<file path="src/hw/rtl/ofc_pkg.sv">
// Shared types, constants and the CRC-8 byte function for the 1-Wire frame checker.
package ofc_pkg;

  // Channel count and derived index width
  localparam int CHANNELS = 16;
  localparam int CH_IDX_W = (CHANNELS > 1) ? $clog2(CHANNELS) : 1;

  // Fixed field widths
  localparam int CH_W    = 4;
  localparam int BYTE_W  = 8;
  localparam int VALUE_W = 64;
  localparam int ERR_W   = 8;
  localparam int HOLD_W  = 16;
  localparam int KINDS_W = 32;

  // Frame layout: eight data bytes, then the received CRC
  localparam logic [3:0] LAST_POS = 4'd8;

  // CRC and special values
  localparam logic [BYTE_W-1:0]  CRC_POLY        = 8'h8C;
  localparam logic [VALUE_W-1:0] TEMP_ERROR_CODE = 64'h0000_0000_0000_FC00;
  localparam logic [VALUE_W-1:0] KEY_EMPTY       = 64'hFFFF_FFFF_FFFF_FFFF;

  // Device kinds
  localparam logic [1:0] KIND_NONE  = 2'd0;
  localparam logic [1:0] KIND_TEMP  = 2'd1;
  localparam logic [1:0] KIND_KEY   = 2'd2;
  localparam logic [1:0] KIND_OTHER = 2'd3;

  // Configuration register indexes
  localparam int CFG_IDX_W = 2;
  localparam logic [CFG_IDX_W-1:0] REG_DEVICE_KINDS   = 2'd0;
  localparam logic [CFG_IDX_W-1:0] REG_ERROR_LIMIT    = 2'd1;
  localparam logic [CFG_IDX_W-1:0] REG_KEY_HOLD_COUNT = 2'd2;
  localparam int CFG_DATA_W = 32;

  // Queue depths
  localparam int CMDQ_DEPTH = 2;
  localparam int CMDQ_PTR_W = (CMDQ_DEPTH > 1) ? $clog2(CMDQ_DEPTH) : 1;
  localparam int RESQ_DEPTH = 2;
  localparam int RESQ_PTR_W = (RESQ_DEPTH > 1) ? $clog2(RESQ_DEPTH) : 1;

  // Completed frame handed from front to back
  typedef struct packed {
    logic [CH_W-1:0]    ch;
    logic [VALUE_W-1:0] bytes;
    logic               ok;
  } frame_cmd_t;

  // One result beat
  typedef struct packed {
    logic [CH_W-1:0]           ch;
    logic signed [VALUE_W-1:0] value;
    logic                      crc_ok;
    logic [ERR_W-1:0]          errors;
  } result_t;

  // Configuration write
  typedef struct packed {
    logic                  wr;
    logic [CFG_IDX_W-1:0]  index;
    logic [CFG_DATA_W-1:0] data;
  } cfg_wr_t;

  // Dallas CRC-8, reflected, one byte unrolled over its eight bits
  function automatic logic [BYTE_W-1:0] crc8_byte(input logic [BYTE_W-1:0] crc_in,
                                                  input logic [BYTE_W-1:0] b);
    logic [BYTE_W-1:0] c;
    c = crc_in;
    for (int k = 0; k < BYTE_W; k++) begin
      if (c[0] ^ b[k]) begin
        c = (c >> 1) ^ CRC_POLY;
      end else begin
        c = c >> 1;
      end
    end
    return c;
  endfunction

endpackage

</file>
<file path="src/hw/rtl/ofc_back.sv">
// Back end: configuration, per-channel state update and the result queue.
module ofc_back import ofc_pkg::*; (
  input  logic       clk,
  input  logic       rst_n,
  input  cfg_wr_t    cfg,
  input  frame_cmd_t cmd,
  input  logic       cmd_empty,
  output logic       cmd_pop,
  input  logic       res_pop,
  output result_t    res_head,
  output logic       res_empty
);

  // Configuration registers
  logic [KINDS_W-1:0] kinds_r;
  logic [ERR_W-1:0]   err_limit_r;
  logic [HOLD_W-1:0]  hold_count_r;

  // Per-channel state
  logic [VALUE_W-1:0] value_r [CHANNELS];
  logic [ERR_W-1:0]   errs_r  [CHANNELS];
  logic [HOLD_W-1:0]  timer_r [CHANNELS];

  // Result queue
  result_t               res_mem_r [RESQ_DEPTH];
  logic [RESQ_PTR_W-1:0] res_wr_r;
  logic [RESQ_PTR_W-1:0] res_rd_r;
  logic [RESQ_PTR_W:0]   res_cnt_r;
  logic                  res_full;
  logic                  res_do_pop;

  logic [CH_IDX_W-1:0] ch_idx;
  logic                in_range;
  logic [1:0]          kind;
  logic                go;
  logic [VALUE_W-1:0]  cur_value;
  logic [ERR_W-1:0]    cur_errs;
  logic [HOLD_W-1:0]   cur_timer;
  logic [VALUE_W-1:0]  value_nxt;
  logic [ERR_W-1:0]    errs_nxt;
  logic [HOLD_W-1:0]   timer_nxt;
  logic [15:0]         raw;
  logic signed [19:0]  r_ext;
  logic signed [19:0]  prod;
  logic signed [19:0]  quot;
  logic [VALUE_W-1:0]  tenths;
  result_t             res_new;

  assign res_full   = (res_cnt_r == (RESQ_PTR_W+1)'(RESQ_DEPTH));
  assign res_empty  = (res_cnt_r == '0);
  assign res_do_pop = res_pop && !res_empty;
  assign res_head   = res_mem_r[res_rd_r];

  assign go      = !cmd_empty && !res_full;
  assign cmd_pop = go;

  // Channel lookup
  assign ch_idx    = cmd.ch[CH_IDX_W-1:0];
  assign in_range  = ({1'b0, cmd.ch} < 5'(CHANNELS));
  assign kind      = kinds_r[{cmd.ch, 1'b0} +: 2];
  assign cur_value = value_r[ch_idx];
  assign cur_errs  = errs_r[ch_idx];
  assign cur_timer = timer_r[ch_idx];

  // Raw reading times ten over sixteen, truncated toward zero
  assign raw    = {cmd.bytes[55:48], cmd.bytes[63:56]};
  assign r_ext  = {{4{raw[15]}}, raw};
  assign prod   = (r_ext <<< 3) + (r_ext <<< 1);
  assign quot   = (prod + (prod[19] ? 20'sd15 : 20'sd0)) >>> 4;
  assign tenths = {{(VALUE_W-20){quot[19]}}, quot};

  // Channel update by kind
  always_comb begin
    value_nxt = cur_value;
    errs_nxt  = cur_errs;
    timer_nxt = cur_timer;
    case (kind)
      KIND_TEMP: begin
        if (cmd.ok) begin
          value_nxt = tenths;
          errs_nxt  = '0;
        end else if (cur_errs < err_limit_r) begin
          errs_nxt = cur_errs + 1'b1;
        end else begin
          value_nxt = TEMP_ERROR_CODE;
        end
      end
      KIND_KEY: begin
        if (cmd.bytes == KEY_EMPTY) begin
          if (cur_timer != '0) begin
            timer_nxt = cur_timer - 1'b1;
          end else begin
            value_nxt = KEY_EMPTY;
            timer_nxt = hold_count_r;
          end
        end else begin
          value_nxt = cmd.bytes;
        end
      end
      default: begin
        value_nxt = cur_value;
      end
    endcase
  end

  // Result beat
  always_comb begin
    res_new.ch     = cmd.ch;
    res_new.crc_ok = cmd.ok;
    if (in_range) begin
      res_new.value  = value_nxt;
      res_new.errors = errs_nxt;
    end else begin
      res_new.value  = '0;
      res_new.errors = '0;
    end
  end

  // Configuration writes
  always_ff @(posedge clk) begin
    if (!rst_n) begin
      kinds_r      <= '0;
      err_limit_r  <= 8'd3;
      hold_count_r <= 16'd10;
    end else if (cfg.wr) begin
      case (cfg.index)
        REG_DEVICE_KINDS:   kinds_r      <= cfg.data;
        REG_ERROR_LIMIT:    err_limit_r  <= cfg.data[ERR_W-1:0];
        REG_KEY_HOLD_COUNT: hold_count_r <= cfg.data[HOLD_W-1:0];
        default: begin
          kinds_r <= kinds_r;
        end
      endcase
    end
  end

  // Channel state
  always_ff @(posedge clk) begin
    if (!rst_n) begin
      for (int i = 0; i < CHANNELS; i++) begin
        value_r[i] <= '0;
        errs_r[i]  <= '0;
        timer_r[i] <= '0;
      end
    end else if (go && in_range) begin
      value_r[ch_idx] <= value_nxt;
      errs_r[ch_idx]  <= errs_nxt;
      timer_r[ch_idx] <= timer_nxt;
    end
  end

  // Result queue pointers
  always_ff @(posedge clk) begin
    if (!rst_n) begin
      res_wr_r  <= '0;
      res_rd_r  <= '0;
      res_cnt_r <= '0;
    end else begin
      if (go) begin
        res_wr_r <= (res_wr_r == RESQ_PTR_W'(RESQ_DEPTH - 1)) ? '0 : res_wr_r + 1'b1;
      end
      if (res_do_pop) begin
        res_rd_r <= (res_rd_r == RESQ_PTR_W'(RESQ_DEPTH - 1)) ? '0 : res_rd_r + 1'b1;
      end
      if (go && !res_do_pop) begin
        res_cnt_r <= res_cnt_r + 1'b1;
      end else if (res_do_pop && !go) begin
        res_cnt_r <= res_cnt_r - 1'b1;
      end
    end
  end

  // Result queue storage
  always_ff @(posedge clk) begin
    if (go) begin
      res_mem_r[res_wr_r] <= res_new;
    end
  end

endmodule

</file>
<file path="config.mk">
export PLATFORM = sky130hd
export DESIGN_NAME = ofc_back
export DESIGN_NICKNAME = d
export VERILOG_FILES = /design/src/hw/rtl/ofc_pkg.sv /design/src/hw/rtl/ofc_back.sv
export SDC_FILE = /design/constraint.sdc
export NUM_CORES = 2
export LEC_CHECK = 0
export ABC_AREA = 1
export BUFFER_PORTS_ARGS = -buffer_cell sky130_fd_sc_hd__buf_2
export CELL_PAD_IN_SITES_DETAIL_PLACEMENT = 0
export CELL_PAD_IN_SITES_GLOBAL_PLACEMENT = 1
export CORE_ASPECT_RATIO = 0.6
export CORE_MARGIN = 4
export CORE_UTILIZATION = 45
export DETAILED_ROUTE_END_ITERATION = 8
export GPL_ROUTABILITY_DRIVEN = 0
export PLACE_DENSITY = 0.72
export SETUP_SLACK_MARGIN = 0.5
export SLEW_MARGIN = 20
export SYNTH_ARGS = -nofsm -noshare
export SYNTH_HDL_FRONTEND = slang
export SYNTH_SLANG_ARGS = --single-unit
</file>
<file path="constraint.sdc">
create_clock -name clk -period 6.1 [get_ports clk]
set_clock_uncertainty 0.15 [all_clocks]
set_input_delay 0.915 -clock clk [delete_from_list [all_inputs] [get_ports clk]]
set_output_delay 0.915 -clock clk [all_outputs]
set_load 0.05 [all_outputs]
</file>
Word-level counts from Yosys, hierarchy flattened. Memories as Yosys holds them, arrays and structs flattened. A register that Yosys moved wholly into a read port is not among the register bits. Index checks and enable logic that the tools add are counted.

Register bits after elaboration: 60. Latch bits: 0. Memory bits (writable): 1562. Memory bits (read-only): 0. Input port bits: 108. Output and inout bits: 79. Logic and storage cells: 77. Memories: 4.

$add $sub $neg: 8. Multiply operators: 0. Divide/modulo/power cells: 0. Order comparisons: 1. Equal/unequal tests: 6. Shift operators: 1. Multiplexer cells: 32. Bitwise operators: 0. Reductions and logical operators: 19.

Memory list: value_r (depth 16, width 64, rd ports 1, clocked after Yosys merged registers in 0, write ports 16, line ofc_back.sv:20) `logic [VALUE_W-1:0] value_r [CHANNELS];`; timer_r (depth 16, width 16, rd ports 1, clocked after Yosys merged registers in 0, write ports 16, line ofc_back.sv:22) `logic [HOLD_W-1:0] timer_r [CHANNELS];`; res_mem_r (depth 2, width 77, rd ports 1, clocked after Yosys merged registers in 1, write ports 1, line ofc_back.sv:25) `result_t res_mem_r [RESQ_DEPTH];`; errs_r (depth 16, width 8, rd ports 1, clocked after Yosys merged registers in 0, write ports 16, line ofc_back.sv:21) `logic [ERR_W-1:0] errs_r [CHANNELS];`.

Operators by type and width (number): $mux W64 (5); $pmux W64 S2 (1); $eq A64 B64 Y1 const B (1); $mux W16 (4); $reduce_or A64 Y1 (1); $mux W8 (4); $shiftx A32 B6 Y2 (1); $add A19 B17 Y20 (1); $add A20 B5 Y20 (1); $mux W4 (4); $reduce_bool A16 Y1 (1); $reduce_or A16 Y1 (1); $sub A16 B1 Y16 const B (1); $mux W1 (12); $add A8 B1 Y8 const B (1); $lt A8 B8 Y1 (1); $reduce_or A8 Y1 (1); $eq A2 B2 Y1 const B (3); $reduce_and A2 Y1 (3); $logic_not A1 Y1 (5); $eq A2 B1 Y1 const B (2); $logic_and A1 B1 Y1 (4); $logic_not A2 Y1 (2); $mux W2 (2); other kinds (4) (5).

Depth between registers and ports, before layout.
Depth in word-level cells: 8. Depth in mapped cells: 28. Depth with buffers taken out: 21.

Worst setup path before layout. Ideal clock, no wire load.

Path kind: input -> register. Start point: input cmd_empty. End point: memory res_mem_r[1][0] (netlist bit), enable pin. Library setup time: 515 ps. Arrival: 5259 ps. Required time: 5435 ps. Path slack: 176 ps. Stages on the path: 3. Buffers on the path: 0. Cells stage by stage: a21oi_1 -> inv_1 -> nor2_1.

Cells in the longest elaborated chain, start to end: 4.

RTL lines: from (decl) (line ofc_back.sv:7) `input logic cmd_empty,`; $logic_not A1 Y1 (line ofc_back.sv:54) `assign go = !cmd_empty && !res_full;`; $logic_and A1 B1 Y1 (line ofc_back.sv:54); $mux W1 (line ofc_back.sv:175) `if (go) begin`; $mux W1 (implied by the code) (line ofc_back.sv:176) `res_mem_r[res_wr_r] <= res_new;`; to (decl) (line ofc_back.sv:25).

Every way passes these cells.

Worst setup path after layout.
Start point: input cmd[65] (netlist bit). End point: memory res_mem_r[0][24] (netlist bit), data pin.

Cells in the longest elaborated chain, start to end: 5. Elaborated cells between the ends (all ways): 13. Classes of those cells: order compare: 1; eq/ne: 2; shift: 1; mux: 5; reduce/logical: 1; memory: 3.

RTL lines: from (decl) (line ofc_back.sv:6) `input frame_cmd_t cmd,`; $mem_v2 Z16 W8 or $mem_v2 Z16 W16 (tied branches); $lt A8 B8 Y1 or $reduce_bool A16 Y1 (tied branches) (line ofc_back.sv:82, ofc_back.sv:90); $mux W64, on equally long branches (line ofc_back.sv:82, ofc_back.sv:90); $mux W64, on equally long branches (line ofc_back.sv:79, ofc_back.sv:89); $pmux W64 S2 (*) (line ofc_back.sv:77) `case (kind)`; net value_nxt[15] (line ofc_back.sv:39) `logic [VALUE_W-1:0] value_nxt;`.

The timed path passes the listed nets; every way through them passes the cells marked *.

==> metrics <==
status=finished clean; Startpoint Class=input pin; final WL=between 200000 and 300000 um; Avg Cell Area, Syn=10.27 um2; TritonCTS clock tree=built; antenna-violating nets left=0; hold buffers post-CTS=0; Seq/Total Area, Yosys=0.6462; Layout Utilization=0.5035; Cell Count, Final, Fillers Out=roughly 9.6k; largest net degree at the start of global routing=131; Post-synth top flop=edfxtp_1; Final Instance Area=about 83000 um2; hold_sp=cfg[25]; Clock Root Buffer=clkbuf_16; count leader, synth=nand2_1; share of cells above drive strength 1=0.1222; cell accounting for the most synthesized area=edfxtp_1; Final Critical Period=around 4.7 ns; slack of the worst reg-to-reg path=1.77 ns; hold_ws=0.1721 ns; 1st-iter DRT viols=8982; drt wl/cell=28.71 um; EDFF count, synth=1562; Synth Area in Adders=0.005141; row cnt=between 100 and 150; RR Endpoint=value_r[6][47]$_SDFFCE_PN0P_; Mapped Nets=approximately 7.4k; Initial Utilization=0.4537; vias in the first global route=approximately 53k; reg2reg start=res_cnt_r[0]$_SDFFE_PN0P_; critical path peak fanout=77; vias per cell=5.983; Placed Area=77740 um2; Yosys reg bits=approximately 1.6k; clock buffer depth=4; Post-Synth XOR/XNOR Area=0.001411; top-area cell type share of the netlist area=0.6298; port bufs=186; DRC=0; final hold viol count=0; GRT Total Usage=0.3128; largest family of logic cells by synthesized area=simple AND/OR/NAND/NOR gates; DRT Pass-1 Iters=6; CTS sink count=1623; leftover overflow at the end of global routing=0; simple-gate share of the synthesized area=0.2024; clk slew on worst S/H paths=approximately 0.060 ns; FF-to-FF path depth=11; post-route setup TNS=0 ns; Die Width=approximately 530 um; first-pass GRT wire length=393500 um; fmax=between 200 and 250 MHz; later-pin clock latency in the skew report=around 0.83 ns; H-tree depth=4; Max-slew headroom=0.2265; nets=between 7k and 8k; RSZ-0062 raised after global routing=no; core area=around 160000 um2; asr flop ratio synth=0; postcts setup bufs=0; Synth area leaders=edfxtp_1 (63%), nand2_1 (8.7%), nor2_1 (7.3%), a22oi_1 (5.6%), nand3_1 (1.7%); CP required=6.57 ns; hold path depth=3; Post-Place Cells=between 9k and 10k; Max VDD drop=~0.29 mV; Synth cell types=42; final setup vio count=0; antenna violations before repair=2; pwr dens=336.4 nW/um2; Area Overhead vs Synth=10.98%; post-synthesis compound-gate area fraction=0.08121; total CTS buffers=approximately 160; synthesized cell area=roughly 74000 um2; die height=between 300 and 400 um; placed wire-length estimate=between 150000 and 200000 um; crit end category=register; worst hold endpoint=kinds_r[25]$_SDFFE_PN0P_; worst-margin pin slew=between 1 and 1.5 ns; Post-synth top cells=nand2_1 (1723), edfxtp_1 (1562), nor2_1 (1447); Via Count=~57k; critical path type=in -> reg; Yosys warnings=0; total die area=172300 um2; Pleak=0.03195 uW; post-cts resize count=0; Synth Instances=between 7k and 8k; WP data arrival=approximately 5.2 ns; Max-Cap Viols=0; I/O pins=approximately 190; crit share post-route=0.7728; Slew Viols, Final=0; mux cell area share after synthesis=0.01164; worst min path class=in -> reg
-- cells by family (layout without fill, tap and decap cells) --
| family | Yosys count | in the layout |
|---|---|---|
| buffers and inverters | 859 | 973 |
| xor gates and xnor gates | 12 | 12 |
| DFF | 1623 | 1623 |
| AOI/OAI and AO/OA | 918 | 918 |
| and+or+nand+nor | 3730 | 3730 |
| adders and majority gates | 30 | 30 |
| other | 0 | 1 |
| muxes | 77 | 77 |
-- layer usage --
| metal | track usage | part of all wire | vias up |
|---|---|---|---|
| met5 | 0 | 0 | - |
| met4 | 0.08058 | 0.027 | 0 |
| met3 | 0.06888 | 0.13 | 467 |
| met2 | 0.4425 | 0.41 | 3866 |
| met1 | 0.4849 | 0.43 | 28240 |
| li1 | - | - | 24790 |
-- layout by cell type (no fill, tap or decap), types with 4 or more instances in the layout --
master / Yosys / final
buf_12: 0 / 44
nor3_1: 40 / 39
inv_4: 0 / 16
nand2_1: 1723 / 1706
nor2_1: 1447 / 1441
o21ai_1: 42 / 41
nand3_2: 6 / 7
bufinv_16: 0 / 9
inv_6: 0 / 6
nand2_4: 0 / 16
xor2_1: 8 / 8
nor2_2: 85 / 83
a21oi_1: 219 / 219
clkbuf_16: 0 / 166
nor2_4: 3 / 11
nand2_2: 65 / 66
buf_2: 157 / 185
nand3_1: 259 / 258
buf_4: 33 / 149
o211ai_1: 4 / 4
o21ai_2: 5 / 6
a22oi_1: 552 / 552
inv_2: 29 / 13
clkinv_1: 5 / 37
or2_2: 9 / 9
ha_1: 29 / 27
mux2_2: 77 / 77
inv_1: 282 / 280
nor4_1: 5 / 5
clkbuf_1: 262 / 39
a31oi_1: 4 / 4
o21ai_0: 84 / 84
clkinv_2: 0 / 25
nand3b_1: 6 / 6
xnor2_1: 4 / 4
dfxtp_1: 61 / 60
edfxtp_1: 1562 / 1562
nand4_1: 79 / 79
-- cell type report --
class                   instances  area, um2
fillers                     14880      81520
flip-flops and latches       1623      48130
multi-input cells            4767      22680
clock buffers                 207       4328
repair buffers                378       2925
well taps                    2223       2781
inverters                     316       1240
clock inverters                72      565.5
diodes                          1      2.502
-- worst max-delay path, cell delays in order --
cell and delay [ns]:
buf_4 0.21, inv_2 0.26, nor2_4 0.06, buf_12 0.19, a22oi_1 0.31, nand2_1 0.08, nand2_1 0.07, nand2_1 0.07
nor2_2 0.23, ha_1 0.22, nand2_1 0.08, nor2_1 0.31, nand3_1 0.23, nor2_4 0.16, nand3_2 0.23, buf_4 0.27
buf_4 0.20, nand2_1 0.07, nand3_1 0.09, nand3_1 0.14, nand2_2 0.24, inv_1 0.31
-- metrics by stage --
stage | setup slack, ns | power (uW)
CTS | 1.585 | 27800
detailed placement | 0.7453 | 18230
global placement | 0.7487 | 18170
finish | 1.386 | 27810
floorplan | 0.1760 | 16570
global route | 1.241 | 28690
-- how the worst max path moves through the flow --
stage / startpoint / end / slack (ns) / cells after the start
2_1_floorplan: cmd_empty / res_mem_r[1][0]$_DFFE_PP_ / 0.18 / 3
3_3_place_gp: cmd[65] / res_mem_r[0][24]$_DFFE_PP_ / 0.75 / 22
3_5_place_dp: cmd[65] / value_r[4][7]$_SDFFCE_PN0P_ / 0.75 / 18
4_1_cts: cmd[65] / res_mem_r[0][24]$_DFFE_PP_ / 1.59 / 22
5_1_grt: cmd[65] / res_mem_r[0][24]$_DFFE_PP_ / 1.24 / 22
6_report: cmd[65] / res_mem_r[0][24]$_DFFE_PP_ / 1.39 / 22
-- power breakdown --
part	internal, uW	switching (uW)
registers	12900	206
clock network	5380	4350
logic	1090	3860
total	19400	8420
-- registers in the layout (all words and copies together), names as in the netlist, named ones only --
signal        flops
value_r        1024
timer_r         256
res_mem_r       154
errs_r          128
kinds_r          32
hold_count_r     16
err_limit_r       8
res_cnt_r         2
res_rd_r          1
res_wr_r          1
Note: power is estimated with default switching activity, not from simulation.
